--- config.mk ---
export PLATFORM = sky130hd
export DESIGN_NAME = length_prefixed_message_deframer
export DESIGN_NICKNAME = d
export VERILOG_FILES = /design/src/rtl/lpmd_pkg.sv /design/src/rtl/lpmd_regs.sv /design/src/rtl/lpmd_parser.sv /design/src/rtl/length_prefixed_message_deframer.sv
export VERILOG_INCLUDE_DIRS = /design/src /design/src/rtl
export SDC_FILE = /design/constraint.sdc
export NUM_CORES = 1
export LEC_CHECK = 0
export ABC_CLOCK_PERIOD_IN_PS = 8530
export BUFFER_PORTS_ARGS = -buffer_cell sky130_fd_sc_hd__buf_2
export CAP_MARGIN = 20
export CORE_UTILIZATION = 50
export CTS_BUF_LIST = sky130_fd_sc_hd__clkbuf_8 sky130_fd_sc_hd__clkbuf_16
export DETAILED_ROUTE_END_ITERATION = 12
export PLACE_DENSITY = 0.68
export SLEW_MARGIN = 20
export SYNTH_ARGS = -nofsm -noshare
export SYNTH_HDL_FRONTEND = slang
export SYNTH_SLANG_ARGS = --single-unit
--- constraint.sdc ---
create_clock -name i_clk -period 8.53 [get_ports i_clk]
set_input_delay 2.559 -clock i_clk [delete_from_list [all_inputs] [get_ports i_clk]]
set_output_delay 2.559 -clock i_clk [all_outputs]
set_load 0.05 [all_outputs]
--- src/rtl/assert_macros.svh ---
// Assertion macros used by the deframer parser.
`ifndef ASSERT_MACROS_SVH
`define ASSERT_MACROS_SVH

// Checks a plain property on every clock edge outside reset.
`define LPMD_ASSERT(label, prop, msg) \
    label: assert property (@(posedge i_clk) disable iff (!i_rst_n) (prop)) \
        else $error(msg);

// Checks that an antecedent implies a consequent in the same cycle.
`define LPMD_ASSERT_IMP(label, ante, cons, msg) \
    label: assert property (@(posedge i_clk) disable iff (!i_rst_n) (ante) |-> (cons)) \
        else $error(msg);

// Checks that an antecedent implies a consequent in the next cycle.
`define LPMD_ASSERT_NEXT(label, ante, cons, msg) \
    label: assert property (@(posedge i_clk) disable iff (!i_rst_n) (ante) |=> (cons)) \
        else $error(msg);

`endif

--- src/rtl/lpmd_pkg.sv ---
// Types and constants for the length-prefixed message deframer.
package lpmd_pkg;

    localparam int unsigned ADDR_W = 3;
    localparam logic [31:0] MAX_LEN_RESET = 32'd4194304;
    localparam logic [2:0]  HDR_BYTES = 3'd5;

    typedef enum logic [1:0] {
        PH_HEADER  = 2'd0,
        PH_PAYLOAD = 2'd1,
        PH_IGNORE  = 2'd2
    } t_phase;

    typedef enum logic [1:0] {
        ST_OK        = 2'd0,
        ST_SHORT_HDR = 2'd1,
        ST_TOO_LARGE = 2'd2,
        ST_TRUNCATED = 2'd3
    } t_status;

    typedef struct packed {
        logic [7:0]  payload_byte;
        logic        has_byte;
        logic        compressed_flag;
        logic [31:0] message_length;
        logic        message_done;
        t_status     status;
    } t_result;

endpackage

--- src/rtl/lpmd_regs.sv ---
// Configuration register file of the deframer (APB-style access).
module lpmd_regs
    import lpmd_pkg::*;
(
    input  logic              i_clk,
    input  logic              i_rst_n,
    input  logic              psel,
    input  logic              penable,
    input  logic              pwrite,
    input  logic [ADDR_W-1:0] paddr,
    input  logic [31:0]       pwdata,
    output logic [31:0]       prdata,
    output logic              pready,
    output logic [31:0]       o_max_len
);

    logic [31:0] r_max_len;
    logic        sel_max;

    // Only the word index is decoded; the byte offset bits are ignored.
    assign sel_max = (paddr[ADDR_W-1:2] == '0);

    always_ff @(posedge i_clk) begin
        if (!i_rst_n) begin
            r_max_len <= MAX_LEN_RESET;
        end else if (psel && penable && pwrite && sel_max) begin
            r_max_len <= pwdata;
        end
    end

    assign prdata    = sel_max ? r_max_len : 32'd0;
    assign pready    = 1'b1;
    assign o_max_len = r_max_len;

endmodule

--- src/rtl/lpmd_parser.sv ---
// Header and payload parser: frame state and the result for one word.
module lpmd_parser
    import lpmd_pkg::*;
(
    input  logic        i_clk,
    input  logic        i_rst_n,
    input  logic        i_step,
    input  logic [7:0]  i_data_byte,
    input  logic        i_buffer_end,
    input  logic [31:0] i_max_len,
    output logic        o_res_valid,
    output t_result     o_res
);

`include "assert_macros.svh"

    t_phase      r_phase,   n_phase;
    logic [2:0]  r_hdr_cnt, n_hdr_cnt;
    logic        r_flag,    n_flag;
    logic [31:0] r_len,     n_len;
    logic [31:0] r_rem,     n_rem;

    logic [2:0]  hdr_cnt_inc;
    logic [31:0] hdr_len;
    logic        hdr_flag;
    logic        hdr_full;
    logic        too_large;
    logic        len_zero;
    logic [31:0] rem_dec;
    logic        rem_zero;

    assign hdr_cnt_inc = r_hdr_cnt + 3'd1;
    // The first header byte is the flag; the next four shift in the length MSB first.
    assign hdr_len   = (r_hdr_cnt == 3'd0) ? r_len : {r_len[23:0], i_data_byte};
    assign hdr_flag  = (r_hdr_cnt == 3'd0) ? (i_data_byte != 8'd0) : r_flag;
    assign hdr_full  = (hdr_cnt_inc >= HDR_BYTES);
    assign too_large = (hdr_len > i_max_len);
    assign len_zero  = (hdr_len == 32'd0);
    assign rem_dec   = r_rem - 32'd1;
    assign rem_zero  = (rem_dec == 32'd0);

    // Next frame state.
    always_comb begin
        n_phase   = r_phase;
        n_hdr_cnt = r_hdr_cnt;
        n_flag    = r_flag;
        n_len     = r_len;
        n_rem     = r_rem;
        unique case (r_phase)
            PH_HEADER: begin
                n_hdr_cnt = hdr_cnt_inc;
                n_flag    = hdr_flag;
                n_len     = hdr_len;
                if (hdr_full) begin
                    if (too_large || len_zero) begin
                        n_phase = PH_IGNORE;
                    end else if (!i_buffer_end) begin
                        n_rem   = hdr_len;
                        n_phase = PH_PAYLOAD;
                    end
                end
            end
            PH_PAYLOAD: begin
                n_rem = rem_dec;
                if (rem_zero) begin
                    n_phase = PH_IGNORE;
                end
            end
            default: begin
            end
        endcase
        // Every buffer is parsed on its own.
        if (i_buffer_end) begin
            n_phase   = PH_HEADER;
            n_hdr_cnt = 3'd0;
            n_flag    = 1'b0;
            n_len     = 32'd0;
            n_rem     = 32'd0;
        end
    end

    // Result for the current word.
    always_comb begin
        o_res_valid = 1'b0;
        o_res       = '{payload_byte: 8'd0, has_byte: 1'b0, compressed_flag: 1'b0,
                        message_length: 32'd0, message_done: 1'b0, status: ST_OK};
        unique case (r_phase)
            PH_HEADER: begin
                if (hdr_full) begin
                    if (too_large) begin
                        o_res_valid           = 1'b1;
                        o_res.compressed_flag = hdr_flag;
                        o_res.message_length  = hdr_len;
                        o_res.message_done    = 1'b1;
                        o_res.status          = ST_TOO_LARGE;
                    end else if (len_zero) begin
                        o_res_valid           = 1'b1;
                        o_res.compressed_flag = hdr_flag;
                        o_res.message_done    = 1'b1;
                    end else if (i_buffer_end) begin
                        o_res_valid           = 1'b1;
                        o_res.compressed_flag = hdr_flag;
                        o_res.message_length  = hdr_len;
                        o_res.message_done    = 1'b1;
                        o_res.status          = ST_TRUNCATED;
                    end
                end else if (i_buffer_end) begin
                    o_res_valid        = 1'b1;
                    o_res.message_done = 1'b1;
                    o_res.status       = ST_SHORT_HDR;
                end
            end
            PH_PAYLOAD: begin
                o_res_valid           = 1'b1;
                o_res.payload_byte    = i_data_byte;
                o_res.has_byte        = 1'b1;
                o_res.compressed_flag = r_flag;
                o_res.message_length  = r_len;
                o_res.message_done    = rem_zero || i_buffer_end;
                o_res.status          = (!rem_zero && i_buffer_end) ? ST_TRUNCATED : ST_OK;
            end
            default: begin
            end
        endcase
    end

    always_ff @(posedge i_clk) begin
        if (!i_rst_n) begin
            r_phase   <= PH_HEADER;
            r_hdr_cnt <= 3'd0;
            r_flag    <= 1'b0;
            r_len     <= 32'd0;
            r_rem     <= 32'd0;
        end else if (i_step) begin
            r_phase   <= n_phase;
            r_hdr_cnt <= n_hdr_cnt;
            r_flag    <= n_flag;
            r_len     <= n_len;
            r_rem     <= n_rem;
        end
    end

    `LPMD_ASSERT_IMP(a_byte_only_in_payload, o_res_valid && o_res.has_byte,
        r_phase == PH_PAYLOAD, "payload byte produced outside the payload phase")
    `LPMD_ASSERT_NEXT(a_buffer_end_restarts, i_step && i_buffer_end,
        r_phase == PH_HEADER && r_hdr_cnt == 3'd0 && r_len == 32'd0,
        "buffer end did not return the parser to header collection")
    `LPMD_ASSERT(a_payload_count_live, r_phase != PH_PAYLOAD || r_rem != 32'd0,
        "payload phase entered with no bytes remaining")

endmodule

--- src/rtl/length_prefixed_message_deframer.sv ---
// Top level of the length-prefixed message deframer.
//
//   Channel   Direction  Handshake                 Payload
//   input     in         i_in_valid / o_in_ready   i_data_byte, i_buffer_end
//   output    out        o_out_valid / i_out_ready o_payload_byte .. o_status
//   config    in         psel/penable/pwrite       paddr, pwdata, prdata
//
// One word is accepted per clock unless the output stalls; it is held in the input
// register, and its result is written to the result register when the pipeline
// advances, so o_out_valid comes from the result register.
// Words update frame state; results come from payload and message-ending header words.
// A held word advances whenever the result register is empty or being taken.
// Reset is synchronous and restores the maximum length to 4194304 and header collection.
module length_prefixed_message_deframer
    import lpmd_pkg::*;
(
    input  logic              i_clk,
    input  logic              i_rst_n,
    input  logic              i_in_valid,
    output logic              o_in_ready,
    input  logic [7:0]        i_data_byte,
    input  logic              i_buffer_end,
    output logic              o_out_valid,
    input  logic              i_out_ready,
    output logic [7:0]        o_payload_byte,
    output logic              o_has_byte,
    output logic              o_compressed_flag,
    output logic [31:0]       o_message_length,
    output logic              o_message_done,
    output logic [1:0]        o_status,
    input  logic              psel,
    input  logic              penable,
    input  logic              pwrite,
    input  logic [ADDR_W-1:0] paddr,
    input  logic [31:0]       pwdata,
    output logic [31:0]       prdata,
    output logic              pready
);

    logic        r_in_valid;
    logic [7:0]  r_in_byte;
    logic        r_in_last;
    logic        r_out_valid;
    t_result     r_out;

    logic        out_free;
    logic        advance;
    logic        res_valid;
    t_result     res;
    logic [31:0] max_len;

    lpmd_regs u_regs (
        .i_clk     (i_clk),
        .i_rst_n   (i_rst_n),
        .psel      (psel),
        .penable   (penable),
        .pwrite    (pwrite),
        .paddr     (paddr),
        .pwdata    (pwdata),
        .prdata    (prdata),
        .pready    (pready),
        .o_max_len (max_len)
    );

    lpmd_parser u_parser (
        .i_clk        (i_clk),
        .i_rst_n      (i_rst_n),
        .i_step       (advance),
        .i_data_byte  (r_in_byte),
        .i_buffer_end (r_in_last),
        .i_max_len    (max_len),
        .o_res_valid  (res_valid),
        .o_res        (res)
    );

    assign out_free   = !r_out_valid || i_out_ready;
    assign advance    = r_in_valid && out_free;
    assign o_in_ready = !r_in_valid || advance;

    always_ff @(posedge i_clk) begin
        if (!i_rst_n) begin
            r_in_valid  <= 1'b0;
            r_out_valid <= 1'b0;
        end else begin
            if (o_in_ready) begin
                r_in_valid <= i_in_valid;
            end
            if (out_free) begin
                r_out_valid <= advance && res_valid;
            end
        end
    end

    always_ff @(posedge i_clk) begin
        if (i_in_valid && o_in_ready) begin
            r_in_byte <= i_data_byte;
            r_in_last <= i_buffer_end;
        end
        if (advance && res_valid) begin
            r_out <= res;
        end
    end

    assign o_out_valid       = r_out_valid;
    assign o_payload_byte    = r_out.payload_byte;
    assign o_has_byte        = r_out.has_byte;
    assign o_compressed_flag = r_out.compressed_flag;
    assign o_message_length  = r_out.message_length;
    assign o_message_done    = r_out.message_done;
    assign o_status          = r_out.status;

endmodule

==> impl_metrics.ini <==
[status]
outcome = complete, no violations

[clock_tree]
insertion_delay_ns = 0.43
postCtsSetupRepairBufs = 0
cts_max_path_buffers = 2
root_buffer = clkbuf_16
cts_tree = built
cts_hold_buffers = 0
cts.clk_slew.worst_paths_ns = 0.07
cts_buffers = 17
cts_resized = 0
cts-htree-levels = 4
cts.sinks = 158

[die]
coreArea_mm2 = 0.0168
die_x_um = 134
ioPinCount = 131
dieArea_mm2 = 0.0179
initial_core_util_pct = 51.8
row_count = 47
dieHeight_um = 134

[timing]
min_period_over_period_pct = 69.0
period_minus_slack_ns = 5.88
finalClockSkew_ns = 0.00906
grt_setup_unrepaired = false
worst_pin_slew_ns = 1.05
slew_violations = 0
setup_viol = 0
relSlewSlack_pct = 29.9
timing.final.hold_violations = 0
max_freq_ghz = 0.170
fin_tns_setup_ns = 0
whs_ns = 0.452

[logic_synthesis]
seq_area_frac_synth_pct = 42.7
synthFlopType = dfxtp_1
synth.cell_area_mm2 = 0.00868
synth_edf_count = 54
yosysWarnings = 0
synth_nets = 1146
ys_types = 75
synth_area_per_cell_um2 = 8.20
postSynth.asyncResetShare_pct = 0
netlist_instances = 1059
yosys_register_bits = 158

[cells_and_area]
fin_cells = 1378
seq_area_mm2 = 0.00370
fin_nets = 1232
fillCellCount = 1550
fin_util_pct = 59.4
drive_gt1_share_pct = 16.3
n_antenna_cell = 0
multiInputGateArea_mm2 = 0.00444
syn_to_final_growth_pct = 14.8

[grt]
grt_max_degree = 79
grt_pass1_vias = 7342
grt_overflow = 0
antenna_found_initial = 0
grt_pass1_wl_mm = 39.4
track_usage_pct = 28.2

[place]
place_inst = 1346
portBuffers = 127
gp_congestion = 0.883
dpl.hpwl_mm = 17.0

[critical_path]
crit_chain = buf_2 -> nor2b_1 -> buf_2
slowest_delay_ns = 0.44
critPathCaptureType = primary output
cp-start-kind = primary input
arrival_ns = 3.32
crit_required_ns = 5.97
worstSetupPathType = primary input to primary output
critPathSlowestCell = buf_2
crit_top_cell = buf_2
critPathMaxFanout = 34

[detailed_routing]
avgViaCountPerCell = 5.91
drt_pass1_iterations = 6
postRouteAntennaNets = 0
wirelength_mm = 24.6
routedWlPerCell_um = 17.8
route.vias.total = 8140
first_iter_violations = 842
drcViolationCount = 0

[run]
drv_cap = 0

[power]
peakVddDrop_mv = 0.151
seqPwrFrac_pct = 46.8
p_per_area_mw_per_mm2 = 171
p_sw_mw = 0.441
p_comb_share_pct = 9.3
internal-power_mw = 1.26
leakage_nw = 4.10
pwr-share-clk_pct = 44.0
switching_share_pct = 25.9

[hold_path]
hold_path.class = flop to flop
## layout make-up
type / count / area share [%]
clock inverter: 15 / 1.48
clock buffer: 17 / 4.27
inverter: 74 / 2.79
sequential: 158 / 37.2
timing repair buffer: 135 / 6.98
multi-input combinational: 759 / 44.5
tap: 220 / 2.76
## power groups by stage
| stage | logic [mW] | registers [mW] | clock network [mW] |
|---|---|---|---|
| after floorplan | 0.0950 | 0.831 | 0 |
| after CTS | 0.157 | 0.797 | 0.754 |
| final | 0.158 | 0.797 | 0.750 |
| after global routing | 0.170 | 0.799 | 0.787 |
| after global placement | 0.155 | 0.814 | 0 |
| after detailed placement | 0.156 | 0.814 | 0 |
## cells in the mapped netlist (3+ instances only)
cell       number  area [um^2]
nand2_1       156          586
nor2_1        120          450
dfxtp_1       104         2080
a21oi_1        91          455
inv_1          73          274
clkbuf_1       55          206
edfxtp_1       54         1620
o21ai_0        48          240
ha_1           36          450
nor3_1         36          180
a22oi_1        34          255
o21ai_1        31          155
mux2i_1        22          220
a31oi_1        14         87.6
nand4_1        13         81.3
nor4_1         13         81.3
o211ai_1       10         75.1
and3_1          9         56.3
nand3_1         8         40.0
o22ai_1         8         50.1
buf_2           7         35.0
nor2b_1         7         43.8
or3_1           7         43.8
or4_1           7         52.6
a22o_1          5         43.8
nand2b_1        5         31.3
o311ai_0        5         43.8
o31ai_1         5         37.5
and4_1          4         35.0
xnor2_1         4         35.0
a2111oi_2       3         45.0
a211oi_1        3         22.5
a21o_1          3         22.5
a221o_1         3         30.0
and2_1          3         18.8
buf_1           3         11.3
## layout by cell type (no fill, tap or decap), drive strengths merged, types with 6 or more instances in the layout
cell type / Yosys / routed
a22oi: 34 / 34
nor2: 121 / 121
inv: 74 / 77
o22ai: 8 / 8
edfxtp: 54 / 54
or3: 7 / 7
buf: 13 / 135
nor4: 13 / 13
mux2i: 22 / 22
nor2b: 7 / 7
nor3: 37 / 37
nand3: 8 / 8
a211oi: 6 / 6
a31oi: 14 / 14
and3: 9 / 9
ha: 36 / 36
a21oi: 92 / 92
clkbuf: 55 / 17
nand4: 13 / 13
nand2: 157 / 157
o211ai: 10 / 10
o311ai: 7 / 7
dfxtp: 104 / 104
o21ai: 79 / 79
or4: 8 / 8
## path summary, 6_finish.rpt
check,startpoint,to,slack [ns],depth (start not counted)
max reg2reg,u_parser.r_hdr_cnt[0]$_SDFFE_PN0P_,o_message_length[12]$_DFFE_PP_,3.53,14
min reg2reg,u_regs.o_max_len[20]$_SDFFE_PN0P_,u_regs.o_max_len[20]$_SDFFE_PN0P_,0.45,2
max,paddr[2],prdata[0],2.65,3
min,u_regs.o_max_len[20]$_SDFFE_PN0P_,u_regs.o_max_len[20]$_SDFFE_PN0P_,0.45,2
## flip-flops by register name (all words and copies together), names as in the netlist
signal              flops
o_has_byte              1
u_parser.r_phase        2
r_in_valid              1
u_regs.o_max_len       32
r_in_byte               8
o_out_valid             1
o_message_length       32
r_in_last               1
u_parser.r_flag         1
u_parser.r_hdr_cnt      3
u_parser.r_rem         32
o_status                2
o_message_done          1
o_payload_byte          8
o_compressed_flag       1
u_parser.r_len         32
## layer usage
layer | GRT usage [%] | vias up | routed length [um]
met5 | 0 | - | 0
met1 | 39.4 | 3823 | 11000
met4 | 9.15 | 0 | 478
met2 | 44.6 | 333 | 11500
li1 | - | 3952 | -
met3 | 4.60 | 32 | 1610
## cells by family (layout without fill, tap and decap cells)
kind of cell             Yosys count  after routing  synth area share [%]
AND/OR/NAND/NOR                  404            404                  21.4
AO/OA/AOI/OAI                    290            290                  21.1
flip-flops                       158            158                  42.7
buffers and inverters            142            241                  6.46
adder cells (fa/ha/maj)           36             36                  5.19
multiplexers                      22             22                  2.54
XOR/XNOR                           6              6                 0.605
other                              1              1                0.0432
## worst max-delay path: cells and delay by family
| kind | cells | cell delay [ns] |
|---|---|---|
| buffers and inverters | 2 | 0.67 |
| and+or+nand+nor | 1 | 0.08 |
## per-stage QoR
| step | setup WS (ns) | power (mW) | area [um^2] |
|---|---|---|---|
| 6_report | 2.65 | 1.70 | 9960 |
| 5_1_grt | 2.55 | 1.76 | 9960 |
| 4_1_cts | 2.64 | 1.71 | 9960 |
| 3_5_place_dp | 2.64 | 0.970 | 9390 |
| 3_3_place_gp | 2.68 | 0.969 | 9390 |
| 2_1_floorplan | 1.41 | 0.926 | 8680 |
Power figures use the tool's default switching activity.
